$ cat src/rtl/rgbhsl_pkg.sv
package rgbhsl_pkg;

    // Result field widths.
    localparam int HUE_BITS = 9;
    localparam int SAT_BITS = 7;
    localparam int LIT_BITS = 7;

    // Every divider resolves this many quotient bits, one per stage.
    // All three quotients stay below 2**QUOT_BITS.
    localparam int QUOT_BITS = 9;

    // Scale factors of the rounded divisions.
    localparam int HUE_SECTOR = 60;
    localparam int PCT_TWICE  = 200;

endpackage

$ cat src/rtl/rgbhsl_front.sv
module rgbhsl_front #(
    parameter int N  = 8,
    parameter int DW = N + 10,
    parameter int VW = N + 2
) (
    input  logic          clk,
    input  logic          en,
    input  logic [N-1:0]  red,
    input  logic [N-1:0]  green,
    input  logic [N-1:0]  blue,
    output logic [DW-1:0] hue_num,
    output logic [VW-1:0] hue_den,
    output logic [DW-1:0] sat_num,
    output logic [VW-1:0] sat_den,
    output logic [DW-1:0] lit_num
);
    import rgbhsl_pkg::*;

    localparam int          HW   = N + 9;
    localparam int unsigned MAXV = (1 << N) - 1;

    logic [N-1:0]  mx, mn, d;
    logic [N:0]    sum, den;
    logic [HW-1:0] sect;
    logic          gray;

    logic [DW-1:0] hue_num_next, sat_num_next, lit_num_next;
    logic [VW-1:0] hue_den_next, sat_den_next;
    logic [DW-1:0] hue_num_reg, sat_num_reg, lit_num_reg;
    logic [VW-1:0] hue_den_reg, sat_den_reg;

    always_comb
    begin
        mx = red;
        mn = red;
        if (green > mx) mx = green;
        if (blue > mx)  mx = blue;
        if (green < mn) mn = green;
        if (blue < mn)  mn = blue;
        d    = mx - mn;
        sum  = {1'b0, mx} + {1'b0, mn};
        gray = (d == '0);

        // Sector numerator, kept non-negative (red sector wraps by 360 d).
        if (mx == red) begin
            if (green >= blue)
                sect = HW'(green - blue) * HW'(HUE_SECTOR);
            else
                sect = HW'(d) * HW'(6 * HUE_SECTOR) - HW'(blue - green) * HW'(HUE_SECTOR);
        end else if (mx == green) begin
            sect = HW'(d) * HW'(2 * HUE_SECTOR) + HW'(blue) * HW'(HUE_SECTOR)
                 - HW'(red) * HW'(HUE_SECTOR);
        end else begin
            sect = HW'(d) * HW'(4 * HUE_SECTOR) + HW'(red) * HW'(HUE_SECTOR)
                 - HW'(green) * HW'(HUE_SECTOR);
        end

        if (sum < (N+1)'(MAXV))
            den = sum;
        else
            den = (N+1)'(2 * MAXV) - sum;

        // Rounded a/b is floor((2a + b) / 2b). Gray forces 0 / 1.
        if (gray) begin
            hue_num_next = '0;
            hue_den_next = VW'(1);
            sat_num_next = '0;
            sat_den_next = VW'(1);
        end else begin
            hue_num_next = {sect, 1'b0} + DW'(d);
            hue_den_next = {1'b0, d, 1'b0};
            sat_num_next = DW'(d) * DW'(PCT_TWICE) + DW'(den);
            sat_den_next = {den, 1'b0};
        end
        lit_num_next = DW'(sum) * DW'(PCT_TWICE) + DW'(2 * MAXV);
    end

    always_ff @(posedge clk)
    begin
        if (en)
        begin
            hue_num_reg <= hue_num_next;
            hue_den_reg <= hue_den_next;
            sat_num_reg <= sat_num_next;
            sat_den_reg <= sat_den_next;
            lit_num_reg <= lit_num_next;
        end
    end

    assign hue_num = hue_num_reg;
    assign hue_den = hue_den_reg;
    assign sat_num = sat_num_reg;
    assign sat_den = sat_den_reg;
    assign lit_num = lit_num_reg;

endmodule

$ cat src/rtl/rgbhsl_div.sv
module rgbhsl_div #(
    parameter int DW = 18,
    parameter int VW = 10,
    parameter int QW = 9
) (
    input  logic          clk,
    input  logic [QW-1:0] en,
    input  logic [DW-1:0] dividend,
    input  logic [VW-1:0] divisor,
    output logic [QW-1:0] quotient
);
    import rgbhsl_pkg::*;

    // Restoring long division, one quotient bit per stage, most significant
    // first. The dividend must stay below divisor * 2**QW.
    logic [DW-1:0] rem_reg [QW-1];
    logic [VW-1:0] div_reg [QW-1];
    logic [QW-1:0] q_reg   [QW];

    for (genvar k = 0; k < QW; k++)
    begin : g_stage
        logic [DW-1:0] rem_in, shifted;
        logic [VW-1:0] div_in;
        logic [QW-1:0] q_in;
        logic          ge;

        if (k == 0)
        begin : g_first
            assign rem_in = dividend;
            assign div_in = divisor;
            assign q_in   = '0;
        end
        else
        begin : g_rest
            assign rem_in = rem_reg[k-1];
            assign div_in = div_reg[k-1];
            assign q_in   = q_reg[k-1];
        end

        assign shifted  = DW'(div_in) << (QW - 1 - k);
        assign ge       = (rem_in >= shifted);

        always_ff @(posedge clk)
        begin
            if (en[k])
                q_reg[k] <= {q_in[QW-2:0], ge};
        end

        if (k < QW - 1)
        begin : g_carry
            logic [DW-1:0] rem_next;

            assign rem_next = ge ? (rem_in - shifted) : rem_in;

            always_ff @(posedge clk)
            begin
                if (en[k])
                begin
                    rem_reg[k] <= rem_next;
                    div_reg[k] <= div_in;
                end
            end
        end
    end

    assign quotient = q_reg[QW-1];

endmodule

$ cat src/rtl/rgb_to_hsl_integer_unit.sv
// RGB to HSL converter with exact integer arithmetic and half-up rounding.
// Input channel: s_tvalid / s_tready / s_tdata carries one pixel per item,
// red, green and blue of CHANNEL_BITS each, red in the lowest bits.
// Output channel: m_tvalid / m_tready / m_tdata carries hue in degrees
// (0 to 360), saturation and lightness in percent (0 to 100).
// A gray pixel gives hue 0 and saturation 0.
// On the path from acceptance to the result appearing, one stage
// finds max, min and the sector numerator, then nine stages of restoring
// division resolve one quotient bit each for hue and saturation in parallel.
// Lightness divides by a constant, so it takes a reciprocal multiply, one
// correction step, and then a delay line that keeps it aligned with the rest.
// One item is accepted every cycle while the output is taken.
// Each stage holds a valid bit; a stage loads whenever it is empty or its
// successor loads, so bubbles collapse under a stall and a stalled output
// item simply holds while the stages behind it keep filling.
// s_tready drops only once every stage holds an item and m_tready is low.
// Reset clears all valid bits; data registers are not reset.
module rgb_to_hsl_integer_unit #(
    parameter int CHANNEL_BITS = 8
) (
    input  logic clk,
    input  logic rst_n,
    input  logic s_tvalid,
    output logic s_tready,
    // s_tdata: red, green, blue (lowest first), zero-filled to whole bytes
    input  logic [((3*CHANNEL_BITS+7)/8)*8-1:0] s_tdata,
    output logic m_tvalid,
    input  logic m_tready,
    // m_tdata: hue[8:0], saturation[15:9], lightness[22:16], bit 23 zero
    output logic [((rgbhsl_pkg::HUE_BITS + rgbhsl_pkg::SAT_BITS
                    + rgbhsl_pkg::LIT_BITS + 7)/8)*8-1:0] m_tdata
);
    import rgbhsl_pkg::*;

    localparam int N      = CHANNEL_BITS;
    localparam int DW     = N + 10;
    localparam int VW     = N + 2;
    localparam int STAGES = QUOT_BITS + 1;
    localparam int OW     = HUE_BITS + SAT_BITS + LIT_BITS;
    localparam int OBW    = ((OW + 7) / 8) * 8;

    // Lightness divisor and its truncated reciprocal scaled by 2**DW. The
    // estimate is at most one below the true quotient, so one correction
    // step finishes the division.
    localparam int          RW        = DW - N;
    localparam int unsigned LIT_DEN   = 4 * ((1 << N) - 1);
    localparam int unsigned LIT_RECIP = (1 << DW) / LIT_DEN;

    logic [STAGES-1:0] valid_reg, valid_next;
    logic [STAGES:0]   load;

    logic [DW-1:0] hue_num, sat_num, lit_num;
    logic [VW-1:0] hue_den, sat_den;
    logic [QUOT_BITS-1:0] hue_q, sat_q, lit_q;

    logic [DW+RW-1:0]     lit_prod;
    logic [DW-1:0]        lit_rem;
    logic [QUOT_BITS-1:0] lit_est_next, lit_fix_next;
    logic [DW-1:0]        lit_arg_reg;
    logic [QUOT_BITS-1:0] lit_est_reg;
    logic [QUOT_BITS-1:0] lit_dly_reg [STAGES-2];

    // A stage loads when it is empty or its contents move on this cycle.
    always_comb
    begin
        load[STAGES] = m_tready;
        for (int i = STAGES - 1; i >= 0; i--)
            load[i] = !valid_reg[i] || load[i+1];
        valid_next = valid_reg;
        if (load[0])
            valid_next[0] = s_tvalid;
        for (int i = 1; i < STAGES; i++)
        begin
            if (load[i])
                valid_next[i] = valid_reg[i-1];
        end
    end

    always_ff @(posedge clk or negedge rst_n)
    begin
        if (!rst_n)
            valid_reg <= '0;
        else
            valid_reg <= valid_next;
    end

    assign s_tready = load[0];
    assign m_tvalid = valid_reg[STAGES-1];

    rgbhsl_front #(.N(N), .DW(DW), .VW(VW)) u_front (
        .clk     (clk),
        .en      (load[0]),
        .red     (s_tdata[N-1:0]),
        .green   (s_tdata[2*N-1:N]),
        .blue    (s_tdata[3*N-1:2*N]),
        .hue_num (hue_num),
        .hue_den (hue_den),
        .sat_num (sat_num),
        .sat_den (sat_den),
        .lit_num (lit_num)
    );

    rgbhsl_div #(.DW(DW), .VW(VW), .QW(QUOT_BITS)) u_hue_div (
        .clk      (clk),
        .en       (load[STAGES-1:1]),
        .dividend (hue_num),
        .divisor  (hue_den),
        .quotient (hue_q)
    );

    rgbhsl_div #(.DW(DW), .VW(VW), .QW(QUOT_BITS)) u_sat_div (
        .clk      (clk),
        .en       (load[STAGES-1:1]),
        .dividend (sat_num),
        .divisor  (sat_den),
        .quotient (sat_q)
    );

    // Lightness: the first stage estimates the quotient with the reciprocal,
    // the second adds one where the remainder still reaches the divisor.
    always_comb
    begin
        lit_prod     = (DW+RW)'(lit_num) * (DW+RW)'(LIT_RECIP);
        lit_est_next = lit_prod[DW +: QUOT_BITS];
        lit_rem      = lit_arg_reg - DW'(lit_est_reg) * DW'(LIT_DEN);
        lit_fix_next = lit_est_reg + QUOT_BITS'(lit_rem >= DW'(LIT_DEN));
    end

    always_ff @(posedge clk)
    begin
        if (load[1])
        begin
            lit_arg_reg <= lit_num;
            lit_est_reg <= lit_est_next;
        end
        if (load[2])
            lit_dly_reg[0] <= lit_fix_next;
        for (int j = 1; j < STAGES - 2; j++)
        begin
            if (load[j+2])
                lit_dly_reg[j] <= lit_dly_reg[j-1];
        end
    end

    assign lit_q = lit_dly_reg[STAGES-3];

    assign m_tdata = {{(OBW-OW){1'b0}}, lit_q[LIT_BITS-1:0], sat_q[SAT_BITS-1:0],
                      hue_q[HUE_BITS-1:0]};

    // Results stay within their documented ranges.
    a_hue_range: assert property (@(posedge clk) disable iff (!rst_n)
        m_tvalid |-> (hue_q <= QUOT_BITS'(360)))
        else $error("hue above 360");

    a_sat_range: assert property (@(posedge clk) disable iff (!rst_n)
        m_tvalid |-> (sat_q <= QUOT_BITS'(100)))
        else $error("saturation above 100");

    a_lit_range: assert property (@(posedge clk) disable iff (!rst_n)
        m_tvalid |-> (lit_q <= QUOT_BITS'(100)))
        else $error("lightness above 100");

    // An item waiting at the output must not be overwritten by a stall.
    a_no_overrun: assert property (@(posedge clk) disable iff (!rst_n)
        (m_tvalid && !m_tready) |-> !load[STAGES-1])
        else $error("output stage loaded while stalled");

endmodule
$ cat config.mk
export PLATFORM = sky130hd
export DESIGN_NAME = rgb_to_hsl_integer_unit
export DESIGN_NICKNAME = d
export VERILOG_FILES = /design/src/rtl/rgbhsl_pkg.sv /design/src/rtl/rgbhsl_front.sv /design/src/rtl/rgbhsl_div.sv /design/src/rtl/rgb_to_hsl_integer_unit.sv
export SDC_FILE = /design/constraint.sdc
export NUM_CORES = 2
export LEC_CHECK = 0
export BUFFER_PORTS_ARGS = -buffer_cell sky130_fd_sc_hd__buf_2
export CORE_ASPECT_RATIO = 0.8
export CORE_MARGIN = 2
export CORE_UTILIZATION = 35
export CTS_BUF_LIST = sky130_fd_sc_hd__clkbuf_4
export CTS_CLUSTER_DIAMETER = 200
export DETAILED_ROUTE_END_ITERATION = 8
export GPL_TIMING_DRIVEN = 0
export PLACE_DENSITY = 0.6
export SLEW_MARGIN = 15
export SYNTH_ARGS = -nofsm -noshare
export SYNTH_HDL_FRONTEND = slang
export SYNTH_SLANG_ARGS = --single-unit
$ cat constraint.sdc
create_clock -name clk -period 18.5 [get_ports clk]
set_clock_uncertainty 0.05 [all_clocks]
set_input_delay 0.925 -clock clk [delete_from_list [all_inputs] [get_ports clk]]
set_output_delay 0.925 -clock clk [all_outputs]
set_load 0.01 [all_outputs]
Word-level counts from Yosys, hierarchy flattened
Memory sizes are Yosys's and may differ from the RTL's.
Index checks and enable logic that the tools add are counted.
{"block": "word_totals", "mem_count": 7, "elab_cells": 161, "ff_bits": 111, "mem_bits_rw": 682}
{"name": "u_hue_div.rem_reg", "words": 8, "word_bits": 18, "read_ports": 8, "rd_clocked_by_memory_dff": 0, "wr": 8, "line": "rgbhsl_div.sv:16", "text": "logic [DW-1:0] rem_reg [QW-1];"}
{"name": "u_sat_div.rem_reg", "words": 8, "word_bits": 18, "read_ports": 8, "rd_clocked_by_memory_dff": 0, "wr": 8, "line": "rgbhsl_div.sv:16"}
{"name": "u_hue_div.q_reg", "words": 9, "word_bits": 9, "read_ports": 9, "rd_clocked_by_memory_dff": 0, "wr": 9, "line": "rgbhsl_div.sv:18", "text": "logic [QW-1:0] q_reg [QW];"}
{"name": "u_sat_div.q_reg", "words": 9, "word_bits": 9, "read_ports": 9, "rd_clocked_by_memory_dff": 0, "wr": 9, "line": "rgbhsl_div.sv:18"}
{"name": "u_hue_div.div_reg", "words": 8, "word_bits": 10, "read_ports": 8, "rd_clocked_by_memory_dff": 0, "wr": 8, "line": "rgbhsl_div.sv:17", "text": "logic [VW-1:0] div_reg [QW-1];"}
{"name": "u_sat_div.div_reg", "words": 8, "word_bits": 10, "read_ports": 8, "rd_clocked_by_memory_dff": 0, "wr": 8, "line": "rgbhsl_div.sv:17"}
{"name": "+1 memories"}
{"block": "classes", "add_sub_neg": 31, "muxes": 44, "magnitude_cmp": 25, "n_reduce_logical": 21, "eq_ne": 2, "multipliers": 12}
{"cell": "2-to-1 mux 18 bit", "count": 16}
{"cell": "multiplier 8 x 4 -> 12 bit, second input constant", "count": 5}
{"cell": "subtractor 18 bit", "count": 3}
{"cell": "2-to-1 mux 17 bit", "count": 3}
{"cell": ">= comparator 18 x 10 -> 1 bit", "count": 2}
{"cell": ">= comparator 18 x 11 -> 1 bit", "count": 2}
{"cell": ">= comparator 18 x 12 -> 1 bit", "count": 2}
{"cell": ">= comparator 18 x 13 -> 1 bit", "count": 2}
{"cell": ">= comparator 18 x 14 -> 1 bit", "count": 2}
{"cell": ">= comparator 18 x 15 -> 1 bit", "count": 2}
{"cell": ">= comparator 18 x 16 -> 1 bit", "count": 2}
{"cell": ">= comparator 18 x 17 -> 1 bit", "count": 2}
{"cell": ">= comparator 18 bit", "count": 2}
{"cell": "subtractor 18 x 11 -> 18 bit", "count": 2}
{"cell": "subtractor 18 x 12 -> 18 bit", "count": 2}
{"cell": "subtractor 18 x 13 -> 18 bit", "count": 2}
{"cell": "subtractor 18 x 14 -> 18 bit", "count": 2}
{"cell": "subtractor 18 x 15 -> 18 bit", "count": 2}
{"cell": "subtractor 18 x 16 -> 18 bit", "count": 2}
{"cell": "subtractor 18 x 17 -> 18 bit", "count": 2}
{"cell": "multiplier 17 x 4 -> 15 bit, second input constant", "count": 2}
{"cell": "subtractor 17 x 14 -> 17 bit", "count": 2}
{"cell": "2-to-1 mux 8 bit", "count": 4}
{"cell": "multiplier 18 x 9 -> 27 bit, second input constant", "count": 1}
{"cell": "26 further kinds", "count": 67}

Longest topological paths before layout
{"block": "logic_depth", "ltp_word": 12, "mapped_depth": 53}

Hierarchy
From an unflattened synthesis, not the netlist that was laid out.
{"block": "unflattened", "hier_cells": 4545, "area_unflattened_um2": 49049.5}
{"module": "rgbhsl_div", "area_each_um2": 13872.1, "n_inst": 2, "seq_area_each_um2": 8077.7, "cells_per_inst": 1142}
{"module": "rgbhsl_front", "area_each_um2": 15349.7, "n_inst": 1, "seq_area_each_um2": 1831.8, "cells_per_inst": 1776}
{"module": "rgb_to_hsl_integer_unit", "area_each_um2": 5955.7, "n_inst": 1, "seq_area_each_um2": 2682.6, "cells_per_inst": 485}

Least setup slack after synthesis
OpenSTA, ideal clock, no wires.
{"block": "synth_path", "kind": "input port to flip-flop", "startpoint": "in s_tdata[1]", "endpoint": "reg u_front.hue_num_reg[17], in the netlist u_front.hue_num[17] (data pin)", "stages": 48, "n_path_buf": 5, "required_ns": 18.188, "setup_slack_ns": 7.492, "arrival_time_ns": 10.696, "path_cell_list": "inv_1 -> ha_1 -> nor2b_1 -> o211ai_1 -> a21oi_1 -> nor2_2 -> nor2_1 -> clkbuf_1 -> a21oi_1 -> ha_1 -> and3_4 -> a221o_1 -> a22oi_2 -> buf_6 -> buf_6 -> clkbuf_1 -> nor2_1 -> a21oi_1 -> [... 12 more ...] -> inv_1 -> ha_1 -> or2_2 -> a21oi_1 -> nor2_1 -> xnor2_1 -> ha_1 -> a21oi_1 -> xnor2_1 -> ha_1 -> a21oi_1 -> o21ai_0 -> xor2_1 -> xnor2_1 -> mux2_2 -> a21oi_1 -> and4bb_2 -> mux2i_1"}
{"block": "synth_via", "elab_chain_cells": 11}
{"item": "from (decl)", "line": "rgb_to_hsl_integer_unit.sv:26", "text": "input logic [((3*CHANNEL_BITS+7)/8)*8-1:0] s_tdata,"}
{"item": "greater-than comparator 8 bit or less-than comparator 8 bit (tied branches)", "line": "rgbhsl_front.sv:36, rgbhsl_front.sv:38"}
{"item": "2-to-1 mux 8 bit, on equally long branches", "line": "rgbhsl_front.sv:36, rgbhsl_front.sv:38"}
{"item": "greater-than comparator 8 bit or less-than comparator 8 bit (tied branches)", "line": "rgbhsl_front.sv:37, rgbhsl_front.sv:39"}
{"item": "2-to-1 mux 8 bit, on equally long branches", "line": "rgbhsl_front.sv:37, rgbhsl_front.sv:39"}
{"item": "subtractor 8 bit (*)", "line": "rgbhsl_front.sv:40", "text": "d = mx - mn;"}
{"item": "named net u_front.d[5]", "line": "rgbhsl_front.sv:22", "text": "logic [N-1:0] mx, mn, d;"}
{"item": "multiplier 8 x 4 -> 12 bit", "line": "rgbhsl_front.sv:51, rgbhsl_front.sv:54"}
{"item": "adder 16 x 14 -> 17 bit or adder 15 x 14 -> 16 bit (tied branches)", "line": "rgbhsl_front.sv:54, rgbhsl_front.sv:51"}
{"item": "subtractor 17 x 14 -> 17 bit, on equally long branches", "line": "rgbhsl_front.sv:55, rgbhsl_front.sv:52"}
{"item": "2-to-1 mux 17 bit", "line": "rgbhsl_front.sv:50", "text": "end else if (mx == green) begin"}
{"item": "2-to-1 mux 17 bit", "line": "rgbhsl_front.sv:45", "text": "if (mx == red) begin"}
{"item": "adder 18 x 8 -> 18 bit", "line": "rgbhsl_front.sv:70", "text": "hue_num_next = {sect, 1'b0} + DW'(d);"}
{"item": "to (signal assigned)", "line": "rgbhsl_front.sv:82", "text": "hue_num_reg <= hue_num_next;"}
{"item": "to (decl)", "line": "rgbhsl_front.sv:29", "text": "logic [DW-1:0] hue_num_reg, sat_num_reg, lit_num_reg;"}
Mark *: on every way through the listed nets, which the timed path passes. The rest lies on a longest branch.
A chain may end at the register's enable or synchronous reset.

Final worst setup path
{"block": "layout_path", "startpoint": "in s_tdata[5]", "endpoint": "reg u_front.hue_num_reg[17], in the netlist u_front.hue_num[17] (data pin)"}
Same word-level chain as after synthesis.

==> impl_results.md <==
* Iteration-0 DRC count of the detailed router at 1347
* CTS Buffer Depth at 3
* Gpl congestion at 0.871
* Initial antenna violation count at 2
* Vias in the first global route at 29419
* Post-synth ARST share at 1.65%
* Highest Clock Rate at 79.4 MHz
* DRT antenna net count at 0
* Min Tclk post-route at 12590 ps
* Max Fanout on Critical Path at 11
* Post-synth top flop: edfxtp_1
* Final period util at 68.1%
* Row Count at 116
* Overall routing resource usage at 13.7%
* Post-synth net total at 4842
* Synthesized area per cell at 10.7 µm²
* CP startpoint kind: primary input
* Syn Std Cell Area at 44300 µm²
* Worst-path clk slew at 70 ps
* Maximum number of pins on one net before global-route repair at 67
* Multi-input logic area at 23800 µm²
* Status: finished clean
* Post-CTS setup buffers at 0
* Area growth syn-to-layout at 10.5%
* Crit end category: flip-flop
* Final wirelength at 87.9 mm
* Layout cells sized above 1 at 9.01%
* Vias per inst at 4.77
* Port-buffer cells at 52
* Core area at 125000 µm²
* Setup violators final at 0
* Synth top area share at 40.4%
* Leading area contributor after synthesis: edfxtp_1
* Post-place setup slack at 4810 ps
* Max cap viols at 0
* H-tree levels at 4
* Hpwl dp at 71.1 mm
* Class of the worst hold path: primary input to flip-flop
* Post-route worst setup slack at 5910 ps
* Post-synth EDFFs at 596
* R2r endpoint: lit_dly_reg[0][6]
* TritonCTS Sinks at 606
* Ys Warns at 0
* Die Area at 129000 µm²
* FF+latch area at 18100 µm²
* Slowest Stage Delay on Critical Path at 510 ps
* I/O pins at 54
* R2R depth at 29
* Area contributors post-synth: edfxtp_1, ha_1, fa_1, inv_1, xnor2_1
* Worst Setup EP: u_front.hue_num[17]
* Fillcell total at 12141
* Final Hold Viols at 0
* Top-count cell post-synth: edfxtp_1
* Worst skew pair latency at 940 ps
* Critical Path RT at 19120 ps
* Worst slew pin tran at 1170 ps
* Die X at 402 µm
* Mapped Cells at 4124
* Max Slew Vio Count at 0
* Post-synth top cells: edfxtp_1, inv_1, ha_1, a21oi_1, nor2_1
* Post-DR wirelength/cell at 14.4 µm
* Post-synthesis cell type count at 95
* Total CTS buffers at 157
* DRC viols at 0
* Hold slack final at 155 ps
* Slew headroom at 20.9%
* Global-route wire length before repair at 146 mm
* Worst setup path category: primary input to flip-flop
* Synth Register Bits at 606
* Grt total ovfl at 0
* Critical path origin: s_tdata[5]
* Critical path's slowest cell: fa_1
* Total Neg Setup Slack at 0 ps
* R2r startpoint: lit_est_reg[3]
* Initial Util at 35.4%
* Drt first pass iters at 5
* Cell mode on critical path: a21oi_1
* Hold Path Stages at 2
* CTS tree: built
* Die Height at 322 µm
* Data arrival, critical path at 13210 ps
* Fin util at 39.1%
* Nets at 5065
* Max reg flops at 140
* R2R Setup Slk at 11350 ps
* Unrepaired setup endpoints after global routing: false
* Sequential share of the synthesized area at 41.0%
* Root buf cell: clkbuf_4
* Via count at 29204
## kinds of logic (layout without fill, tap and decap cells)
logic type,count (synthesis),after routing,share of synthesized area [%]
AO/OA/AOI/OAI,864,864,12.2
XOR/XNOR,370,370,7.32
adder cells (fa/ha/maj),691,691,22.3
buffers and inverters,633,970,5.57
flip-flops,606,606,41.0
multiplexers,65,65,1.54
other,1,6,0.00847
AND/OR/NAND/NOR,894,894,10.1
## through the flow
| step | area [µm²] | instances |
|---|---|---|
| 3_3_place_gp | 46600 | 5828 |
| 5_1_grt | 49000 | 6117 |
| 3_5_place_dp | 46900 | 5839 |
| 2_1_floorplan | 44300 | 4124 |
| 4_1_cts | 48900 | 6113 |
| 6_report | 49000 | 6118 |
## worst min path at each step
| stage | start | to | slack [ps] |
|---|---|---|---|
| 5_1_grt | s_tvalid | valid_reg[0] | 90 |
| 6_report | s_tvalid | valid_reg[0] | 160 |
| 3_5_place_dp | lit_dly_reg[0][5] | lit_dly_reg[0][14] | 350 |
| 4_1_cts | s_tvalid | valid_reg[0] | 30 |
| 2_1_floorplan | lit_dly_reg[0][1] | lit_dly_reg[0][10] | 350 |
| 3_3_place_gp | u_sat_div.q_reg[0][64] | u_sat_div.q_reg[0][74] | 350 |
## cell usage in the layout, fill, tap and decap left out, types with 29 or more instances in the layout
| cell | netlist | final |
|---|---|---|
| nand2_1 | 196 | 193 |
| a21oi_1 | 284 | 284 |
| and2_1 | 33 | 33 |
| xor2_1 | 128 | 128 |
| a21o_1 | 85 | 85 |
| edfxtp_1 | 596 | 596 |
| inv_1 | 566 | 563 |
| a21boi_0 | 39 | 39 |
| o21a_1 | 37 | 37 |
| nand4_1 | 38 | 38 |
| o21bai_1 | 57 | 57 |
| nor2_1 | 245 | 245 |
| nand2b_1 | 70 | 70 |
| nand3_1 | 51 | 49 |
| nor4_1 | 35 | 35 |
| nor2b_1 | 62 | 62 |
| xnor2_1 | 242 | 239 |
| clkbuf_4 | 0 | 220 |
| fa_1 | 164 | 164 |
| ha_1 | 526 | 526 |
| clkbuf_1 | 44 | 44 |
| clkinv_1 | 1 | 29 |
| o21ai_0 | 207 | 207 |
| nor3_1 | 57 | 57 |
| buf_2 | 3 | 55 |
| mux2i_1 | 39 | 39 |
## timing repair
action,in CTS,in global routing
hold buffers,1,0
gates resized for setup,0,0
endpoints found under the hold margin,10,0
## worst max-delay path, delay by kind of cell
kind	cells	cell delay [ps]
adders and majority gates	8	2720
buffers and inverters	10	2290
muxes	2	430
xor gates and xnor gates	6	1380
AOI/OAI and AO/OA	14	3570
and+or+nand+nor	9	1860
## layer usage
metal  part of all wire (%)  global-route usage, %
met5                      0                      0
met4                    2.5                   5.12
met3                    3.7                   1.93
met2                     46                   23.0
met1                     48                   18.2
## layout make-up
cell class                 instances  area share [%]
tap                             1652            4.22
buffer                            66           0.690
multi-input combinational       2885            48.5
clock buffer                     220            3.37
timing repair buffer              64           0.974
clock inverter                    53           0.769
inverter                         567            4.35
sequential                       606            37.1
antenna                            5          0.0256
Power is not shown: default switching activity piles up to over one toggle a cycle in this logic, so the estimate is an artifact.
